## src/design/assert_macros.svh

```systemverilog
// ----------------------------------------------------------------------------
// assert_macros.svh
// Concurrent assertion helpers used by the parser top level.
// ----------------------------------------------------------------------------
`ifndef ASSERT_MACROS_SVH
`define ASSERT_MACROS_SVH

// Generic clocked assertion with explicit clock and active-low reset
`define ASSERT_CLKD(lbl, clk_s, rstn_s, prop, msg) \
  lbl: assert property (@(posedge clk_s) disable iff (!(rstn_s)) (prop)) else $error(msg);

// Shorthand for the block clock and reset
`define IPV6P_ASSERT(lbl, prop, msg) \
  `ASSERT_CLKD(lbl, clk, rst_n, prop, msg)

`endif

```

## src/design/ipv6p_pkg.sv

```systemverilog
// ----------------------------------------------------------------------------
// ipv6p_pkg
// Types and constants for the IPv6 text address parser.
// ----------------------------------------------------------------------------
`default_nettype none

package ipv6p_pkg;

  localparam int unsigned SLOTS = 8;

  // ASCII codes
  localparam logic [7:0] CH_COLON = 8'h3A;
  localparam logic [7:0] CH_SLASH = 8'h2F;
  localparam logic [7:0] CH_ZERO  = 8'h30;
  localparam logic [7:0] CH_NINE  = 8'h39;
  localparam logic [7:0] CH_X     = 8'h78;
  localparam logic [7:0] CH_LA    = 8'h61;
  localparam logic [7:0] CH_LF    = 8'h66;
  localparam logic [7:0] CH_UA    = 8'h41;
  localparam logic [7:0] CH_UF    = 8'h46;

  // Saturation points and limits
  localparam logic [16:0] ACC_SAT    = 17'h10000;
  localparam logic [8:0]  PFX_SAT    = 9'd256;
  localparam logic [7:0]  MAX_PREFIX = 8'd128;

  // Where in the line we are
  typedef enum logic [1:0] {
    POS_START = 2'd0,  // nothing seen yet
    POS_ZERO  = 2'd1,  // only a leading '0'
    POS_BODY  = 2'd2,  // past the first characters
    POS_HEX   = 2'd3   // "0x" form seen
  } ipv6p_pos_t;

  typedef enum logic [1:0] {
    ST_OK      = 2'd0,
    ST_INVALID = 2'd1,
    ST_HEX     = 2'd2
  } ipv6p_status_t;

  // Eight 16-bit blocks, slot 0 is the most significant
  typedef logic [0:7][15:0] ipv6p_blocks_t;

  typedef struct packed {
    ipv6p_blocks_t left_w;       // left blocks at their final slots
    ipv6p_blocks_t right_w;      // right blocks, shifted in from the bottom
    logic [3:0]    left_count;
    logic [3:0]    right_count;
    logic          seen_dc;
    logic [16:0]   acc;
    logic [1:0]    colon_run;
    ipv6p_pos_t    pos;
    logic          in_prefix;
    logic [8:0]    pfx;
    logic          err;
  } ipv6p_state_t;

  localparam ipv6p_state_t STATE_RESET = '0;

endpackage

`default_nettype wire

```

## src/design/ipv6p_step.sv

```systemverilog
// ----------------------------------------------------------------------------
// ipv6p_step
// Next-state logic: applies one character (and end of line) to the parser
// state.
// ----------------------------------------------------------------------------
`default_nettype none

module ipv6p_step (
  input  ipv6p_pkg::ipv6p_state_t st,
  input  logic [7:0]              char_code,
  input  logic                    eol,
  output ipv6p_pkg::ipv6p_state_t st_nxt
);

  // Close the current block into the left slots or the right shift line
  function automatic ipv6p_pkg::ipv6p_state_t commit_blk(input ipv6p_pkg::ipv6p_state_t s);
    ipv6p_pkg::ipv6p_state_t r;
    logic [3:0]              n;
    r = s;
    n = s.left_count + s.right_count;
    if (n >= 4'(ipv6p_pkg::SLOTS) || s.acc[16]) begin
      r.err = 1'b1;
    end else begin
      if (s.seen_dc) begin
        r.right_w     = {s.right_w[1:7], s.acc[15:0]};
        r.right_count = s.right_count + 4'd1;
      end else begin
        r.left_w[n[2:0]] = s.acc[15:0];
        r.left_count     = s.left_count + 4'd1;
      end
      r.acc = '0;
    end
    return r;
  endfunction

  // End of the address part: last block and block count checks
  function automatic ipv6p_pkg::ipv6p_state_t end_addr(input ipv6p_pkg::ipv6p_state_t s);
    ipv6p_pkg::ipv6p_state_t r;
    logic [3:0]              n;
    r = s;
    if (r.pos == ipv6p_pkg::POS_START || r.colon_run == 2'd1) begin
      r.err = 1'b1;
    end else begin
      if (r.colon_run == 2'd0) r = commit_blk(r);
      if (!r.err) begin
        n = r.left_count + r.right_count;
        if (n == 4'd0 || (r.seen_dc && n >= 4'(ipv6p_pkg::SLOTS))) r.err = 1'b1;
      end
    end
    return r;
  endfunction

  logic        is_dec;
  logic        hex_ok;
  logic [3:0]  hex_d;
  logic [12:0] pfx_mul;
  logic [20:0] acc_mul;

  // Character class decode
  always_comb begin
    is_dec = (char_code >= ipv6p_pkg::CH_ZERO) && (char_code <= ipv6p_pkg::CH_NINE);
    hex_ok = 1'b1;
    hex_d  = '0;
    priority if (is_dec) begin
      hex_d = 4'(char_code - ipv6p_pkg::CH_ZERO);
    end else if (char_code >= ipv6p_pkg::CH_LA && char_code <= ipv6p_pkg::CH_LF) begin
      hex_d = 4'(char_code - ipv6p_pkg::CH_LA + 8'd10);
    end else if (char_code >= ipv6p_pkg::CH_UA && char_code <= ipv6p_pkg::CH_UF) begin
      hex_d = 4'(char_code - ipv6p_pkg::CH_UA + 8'd10);
    end else begin
      hex_ok = 1'b0;
    end
    pfx_mul = {4'b0, st.pfx} * 13'd10 + {9'b0, hex_d};
    acc_mul = {st.acc, hex_d};
  end

  // State update for the character, then the end-of-line checks
  always_comb begin
    ipv6p_pkg::ipv6p_state_t s;
    s = st;
    if (s.pos != ipv6p_pkg::POS_HEX && !s.err) begin
      if (s.in_prefix) begin
        if (is_dec) begin
          s.pfx       = (pfx_mul > 13'd256) ? ipv6p_pkg::PFX_SAT : pfx_mul[8:0];
          s.colon_run = 2'd1;  // marks a digit seen
        end else begin
          s.err = 1'b1;
        end
      end else if (char_code == ipv6p_pkg::CH_SLASH) begin
        s           = end_addr(s);
        s.in_prefix = 1'b1;
        s.colon_run = 2'd0;
        s.pfx       = '0;
      end else if (s.pos == ipv6p_pkg::POS_ZERO && char_code == ipv6p_pkg::CH_X) begin
        s.pos = ipv6p_pkg::POS_HEX;
      end else begin
        if (char_code == ipv6p_pkg::CH_COLON) begin
          priority if (s.colon_run == 2'd0) begin
            s           = commit_blk(s);
            s.colon_run = 2'd1;
          end else if (s.colon_run == 2'd1) begin
            if (s.seen_dc) s.err = 1'b1;
            else           s.seen_dc = 1'b1;
            s.colon_run = 2'd2;
          end else begin
            s.err = 1'b1;  // triple colon
          end
        end else if (hex_ok) begin
          s.acc       = (acc_mul > 21'h10000) ? ipv6p_pkg::ACC_SAT : acc_mul[16:0];
          s.colon_run = 2'd0;
        end else begin
          s.err = 1'b1;
        end
        if (s.pos == ipv6p_pkg::POS_START) begin
          s.pos = (char_code == ipv6p_pkg::CH_ZERO) ? ipv6p_pkg::POS_ZERO
                                                    : ipv6p_pkg::POS_BODY;
        end else if (s.pos == ipv6p_pkg::POS_ZERO) begin
          s.pos = ipv6p_pkg::POS_BODY;
        end
      end
    end

    // Line end: close the address or check the prefix
    if (eol && s.pos != ipv6p_pkg::POS_HEX && !s.err) begin
      if (s.in_prefix) begin
        if (s.colon_run == 2'd0 || s.pfx > {1'b0, ipv6p_pkg::MAX_PREFIX}) s.err = 1'b1;
      end else begin
        s = end_addr(s);
      end
    end
    st_nxt = s;
  end

endmodule

`default_nettype wire

```

## src/design/ipv6p_assemble.sv

```systemverilog
// ----------------------------------------------------------------------------
// ipv6p_assemble
// Builds the result word from the final line state: address, prefix, status.
// ----------------------------------------------------------------------------
`default_nettype none

module ipv6p_assemble (
  input  ipv6p_pkg::ipv6p_state_t st,
  output logic [63:0]             addr_high,
  output logic [63:0]             addr_low,
  output logic [7:0]              prefix_len,
  output logic [1:0]              status
);

  logic [127:0] addr;
  logic [3:0]   n;
  ipv6p_pkg::ipv6p_status_t stat;

  always_comb begin
    priority if (st.pos == ipv6p_pkg::POS_HEX) stat = ipv6p_pkg::ST_HEX;
    else if (st.err)                           stat = ipv6p_pkg::ST_INVALID;
    else                                       stat = ipv6p_pkg::ST_OK;

    // Left and right groups never overlap, unused slots are zero
    addr = st.left_w | st.right_w;
    n    = st.left_count + st.right_count;

    addr_high  = '0;
    addr_low   = '0;
    prefix_len = '0;
    if (stat == ipv6p_pkg::ST_OK) begin
      addr_high = addr[127:64];
      addr_low  = addr[63:0];
      priority if (st.in_prefix)          prefix_len = st.pfx[7:0];
      else if (st.right_count != 4'd0)    prefix_len = ipv6p_pkg::MAX_PREFIX;
      else                                prefix_len = {n, 4'b0};
    end
    status = stat;
  end

endmodule

`default_nettype wire

```

## src/design/ipv6_text_address_parser.sv

```systemverilog
// out_valid is registered: a line's last character passes the input register, then sets the result register.
// Throughput: one character per cycle; the state update is a single
// registered pass between the input register and the result register.
// A line end stalls only while the result register holds an untaken result.
// Reset (rst_n low, synchronous) empties both registers and clears the line.
// ----------------------------------------------------------------------------
// ipv6_text_address_parser
// Top level: input register, parser state, result register and handshake.
// ----------------------------------------------------------------------------
`default_nettype none
`include "assert_macros.svh"

module ipv6_text_address_parser (
  input  logic        clk,
  input  logic        rst_n,
  input  logic        in_valid,
  output logic        in_stall,
  input  logic [7:0]  in_char_code,
  input  logic        in_end_of_line,
  output logic        out_valid,
  input  logic        out_stall,
  output logic [63:0] out_addr_high,
  output logic [63:0] out_addr_low,
  output logic [7:0]  out_prefix_len,
  output logic [1:0]  out_status
);

  logic                    in_valid_r;
  logic [7:0]              in_char_r;
  logic                    in_eol_r;
  ipv6p_pkg::ipv6p_state_t st_r;
  ipv6p_pkg::ipv6p_state_t st_nxt;
  logic                    out_valid_r;
  logic [63:0]             out_addr_high_r;
  logic [63:0]             out_addr_low_r;
  logic [7:0]              out_prefix_len_r;
  logic [1:0]              out_status_r;
  logic [63:0]             res_high;
  logic [63:0]             res_low;
  logic [7:0]              res_prefix;
  logic [1:0]              res_status;
  logic                    advance;
  logic                    process;
  logic                    emit;

  // Handshake: non-final characters never wait on the result side
  assign advance  = !out_valid_r || !out_stall;
  assign process  = in_valid_r && (!in_eol_r || advance);
  assign emit     = process && in_eol_r;
  assign in_stall = in_valid_r && !process;

  ipv6p_step u_step (
    .st        (st_r),
    .char_code (in_char_r),
    .eol       (in_eol_r),
    .st_nxt    (st_nxt)
  );

  ipv6p_assemble u_assemble (
    .st         (st_nxt),
    .addr_high  (res_high),
    .addr_low   (res_low),
    .prefix_len (res_prefix),
    .status     (res_status)
  );

  // Control and line state
  always_ff @(posedge clk) begin
    if (!rst_n) begin
      in_valid_r  <= 1'b0;
      out_valid_r <= 1'b0;
      st_r        <= ipv6p_pkg::STATE_RESET;
    end else begin
      if (!in_stall) in_valid_r <= in_valid;
      if (process) st_r <= in_eol_r ? ipv6p_pkg::STATE_RESET : st_nxt;
      if (emit)            out_valid_r <= 1'b1;
      else if (!out_stall) out_valid_r <= 1'b0;
    end
  end

  // Payload registers
  always_ff @(posedge clk) begin
    if (!in_stall) begin
      in_char_r <= in_char_code;
      in_eol_r  <= in_end_of_line;
    end
    if (emit) begin
      out_addr_high_r  <= res_high;
      out_addr_low_r   <= res_low;
      out_prefix_len_r <= res_prefix;
      out_status_r     <= res_status;
    end
  end

  assign out_valid      = out_valid_r;
  assign out_addr_high  = out_addr_high_r;
  assign out_addr_low   = out_addr_low_r;
  assign out_prefix_len = out_prefix_len_r;
  assign out_status     = out_status_r;

  // Checks
  `IPV6P_ASSERT(a_stall_only_eol,
                in_stall |-> (in_valid_r && in_eol_r && out_valid_r),
                "input stalled without a pending line end")
  `IPV6P_ASSERT(a_emit_shows, emit |=> out_valid, "line end did not produce a result")
  `IPV6P_ASSERT(a_err_zero,
                (out_valid && out_status != ipv6p_pkg::ST_OK) |->
                  (out_addr_high == 64'd0 && out_addr_low == 64'd0 && out_prefix_len == 8'd0),
                "failed result carries data")
  `IPV6P_ASSERT(a_line_clear,
                emit |=> (st_r.left_count == 4'd0 && st_r.right_count == 4'd0 &&
                          !st_r.in_prefix && !st_r.err),
                "state not cleared after line end")

endmodule

`default_nettype wire
```

## config.mk

```make
export PLATFORM = sky130hd
export DESIGN_NAME = ipv6_text_address_parser
export DESIGN_NICKNAME = d
export VERILOG_FILES = /design/src/design/ipv6p_pkg.sv /design/src/design/ipv6p_step.sv /design/src/design/ipv6p_assemble.sv /design/src/design/ipv6_text_address_parser.sv
export VERILOG_INCLUDE_DIRS = /design/src /design/src/design
export SDC_FILE = /design/constraint.sdc
export NUM_CORES = 2
export LEC_CHECK = 0
export BUFFER_PORTS_ARGS = -buffer_cell sky130_fd_sc_hd__buf_2
export CAP_MARGIN = 20
export CORE_ASPECT_RATIO = 0.5
export CORE_MARGIN = 4
export CORE_UTILIZATION = 45
export DETAILED_ROUTE_END_ITERATION = 7
export GPL_ROUTABILITY_DRIVEN = 0
export SETUP_SLACK_MARGIN = 0.4
export SLEW_MARGIN = 10
export SYNTH_ARGS = -nofsm -noshare
export SYNTH_HDL_FRONTEND = slang
export SYNTH_SLANG_ARGS = --single-unit
```

## constraint.sdc

```tcl
create_clock -name clk -period 20.2 [get_ports clk]
set_clock_uncertainty 0.2 [all_clocks]
set_input_delay 1.01 -clock clk [delete_from_list [all_inputs] [get_ports clk]]
set_output_delay 1.01 -clock clk [all_outputs]
set_load 0.1 [all_outputs]
```

==> results.py <==
metrics = {
    "run_status": {
        "status": "finished clean",
    },
    "clocking": {
        "cts_made_buffers": 42,
        "cts_root_buf": "clkbuf_16",
        "post-cts-setup-buffer-count": 0,
        "cts_resized": 0,
        "cts_sinks": 446,
        "clk_pin_slew_ps": 70,
        "cts_hold_buffers": 0,
        "cts_buffer_depth": 3,
        "cts_tree": "done",
        "clock_latency_ps": 590,
        "cts_htree_levels": 2,
    },
    "setup_path": {
        "cpLargestDelayFamily": "simple AND/OR/NAND/NOR gates",
        "r2r_slack_ps": 10690,
        "worst-path-buf-inv": 4,
        "start_kind": "register",
        "r2r_cells": 29,
        "max_stage_delay_ps": 880,
        "worst-path-stages": 29,
        "critPathCaptureType": "register",
        "path_max_fanout": 77,
        "critical_path_arrival_ps": 9590,
        "rr_startpoint": "in_char_r[0]$_DFFE_PN_",
        "reg2reg_to": "out_addr_high[58]$_SDFFCE_PP0P_",
        "path_class": "register to register",
        "slowest_stage": "buf_4",
        "required_ps": 20280,
    },
    "route": {
        "wl_per_cell_um": 24.4,
        "drt_iter0_markers": 2477,
        "drc": 0,
        "vias": 21100,
        "wl_um": 83800,
        "drt-pass1-iter-count": 7,
        "drtAntennaViolNets": 0,
        "routed_via_density": 6.14,
    },
    "placement": {
        "placed_area_mm2": 0.0244,
        "hpwl_um": 53400,
        "dp.cells": 3350,
        "portBuffers": 152,
    },
    "synthesis": {
        "yosysWarnings": 0,
        "ys_async_sr_fraction_pct": 0,
        "ys_types": 95,
        "synth-edff-count": 147,
        "synth_area_mm2": 0.0233,
        "avgSynthCellArea_um2": 8.68,
        "postSynthCellCount": 2686,
        "synth-seq-cells": 446,
        "yosysSeqAreaShare_pct": 44.6,
        "syn_nets": 2746,
        "ys.flop_type": "dfxtp_1",
    },
    "finish": {
        "instances_no_fill": 3430,
        "seqCellArea_mm2": 0.0104,
        "mostFrequentLayoutCells": "nand2_1 (513), o21ai_0 (388), dfxtp_1 (299)",
        "drive_gt1_share_pct": 11.6,
        "nFillCells": 4746,
        "syn_to_final_growth_pct": 11.1,
        "multi_input_area_mm2": 0.0119,
        "final_nets": 2765,
        "final_common_cell": "nand2_1",
        "utilization_pct": 51.1,
        "postLayoutCellArea_mm2": 0.0259,
    },
    "worst_hold_path": {
        "whs_path_depth": 2,
        "hold_path_end": "st_r[217]$_SDFFE_PN0P_",
        "hold_start": "st_r[217]$_SDFFE_PN0P_",
        "min_path_type": "register to register",
    },
    "sta": {
        "finalSetupViolCount": 0,
        "hold_viol_final": 0,
        "worstMarginPinSlew_ps": 1260,
        "max_freq_mhz": 105,
        "slew_violations": 0,
        "tns_ps": 0,
        "rsz0062_at_grt": "false",
        "fin_crit_sh_pct": 47.1,
        "period_minus_slack_ps": 9510,
        "relSlewSlack_pct": 15.8,
    },
    "floorplan": {
        "rows": 58,
        "start_util_pct": 46.0,
        "die_w_um": 330,
        "ios": 153,
        "dieArea_mm2": 0.0557,
        "fp.dieH_um": 169,
        "core-area_mm2": 0.0507,
    },
    "flow_run": {
        "maxCapViolations": 0,
    },
    "power_and_ir_drop": {
        "vdd_ir_drop_max_mv": 0.0536,
        "p_leak_nw": 9.87,
        "power_density_mw_per_mm2": 73.5,
    },
    "grt": {
        "gr-usage-all-layers_pct": 29.1,
        "grt_pass1_wl_um": 123000,
        "overflow": 0,
        "grt_max_degree": 112,
        "grt_pass1_vias": 18900,
        "antenna_found_initial": 1,
    },
}
-- how the worst max path moves through the flow --
stage,from,to,slack (ps)
floorplan,in_char_r[0]$_DFFE_PN_,out_addr_high[32]$_SDFFCE_PP0P_,13010
global placement,in_char_r[0]$_DFFE_PN_,out_addr_high[58]$_SDFFCE_PP0P_,11100
detailed placement,in_char_r[0]$_DFFE_PN_,out_addr_high[41]$_SDFFCE_PP0P_,10900
CTS,in_char_r[0]$_DFFE_PN_,out_addr_high[29]$_SDFFCE_PP0P_,10820
global route,in_char_r[0]$_DFFE_PN_,out_addr_high[41]$_SDFFCE_PP0P_,10140
finish,in_char_r[0]$_DFFE_PN_,out_addr_high[58]$_SDFFCE_PP0P_,10690
-- state kept, by name, indices dropped and copies added (netlist names) --
register / flops
out_addr_low: 64
out_addr_high: 64
out_status: 2
in_char_r: 8
out_valid: 1
in_eol_r: 1
st_r: 297
in_valid_r: 1
out_prefix_len: 8
-- kinds of logic after synthesis --
logic type | after synthesis | share of synthesized area (%)
flip-flops | 446 | 44.6
AO/OA/AOI/OAI | 969 | 25.1
XOR/XNOR | 48 | 1.88
buffers and inverters | 258 | 4.53
adder cells (fa/ha/maj) | 47 | 2.68
AND/OR/NAND/NOR | 782 | 15.2
multiplexers | 136 | 5.96
-- Yosys cell counts (26+ instances only) --
cell / number / share of area (%)
nand2_1: 514 / 8.3
o21ai_0: 388 / 8.3
dfxtp_1: 299 / 26
a21oi_1: 198 / 4.3
clkbuf_1: 175 / 2.8
edfxtp_1: 147 / 19
mux2i_1: 125 / 5.4
o21ai_1: 96 / 2.1
o22a_1: 92 / 3.5
nor2_1: 59 / 0.95
a22oi_1: 42 / 1.4
ha_1: 42 / 2.3
nor2b_1: 42 / 1.1
inv_1: 35 / 0.56
buf_2: 31 / 0.67
xnor2_1: 31 / 1.2
nor3_1: 26 / 0.56
-- per-layer routing --
| metal | GRT usage, % | share of wire (%) | vias to the layer above |
|---|---|---|---|
| li1 | - | - | 9732 |
| met1 | 42.3 | 44 | 10200 |
| met2 | 42.9 | 42 | 991 |
| met3 | 7.44 | 11 | 136 |
| met4 | 7.87 | 2.8 | 0 |
| met5 | 0 | 0 | - |
-- area by class of cell --
type	count	area share, %
well taps	690	3.33
repair buffers	198	4.32
clock inverters	17	0.913
clock buffers	61	4.73
inverters	35	0.526
multi-input cells	1982	46.0
flip-flops and latches	446	40.1
diodes	1	0.00966
-- per-stage QoR --
step | setup WS [ps] | hold WS, ps | total power [mW]
after CTS | 10820 | 250 | 1.91
after global placement | 11100 | 233 | 1.07
after floorplan | 13010 | 224 | 1.04
after detailed placement | 10900 | 241 | 1.07
after global routing | 10140 | 271 | 1.95
final | 10690 | 248 | 1.90
-- worst reg2reg max path, delay by kind of cell (launching register included) --
family | cells | cell delay, ps
simple gates | 12 | 4000
buf+inv | 4 | 1330
fa+ha+maj | 4 | 1290
flops | 1 | 550
mux | 1 | 220
compound gates | 5 | 940
xor+xnor | 3 | 680
-- power breakdown --
group / switching [mW] / internal, mW / leakage [nW]
Combinational: 0.0961 / 0.0141 / 5.38
Sequential: 0.00663 / 0.931 / 3.79
Clock: 0.376 / 0.479 / 0.707
Power figures use the tool's default switching activity.
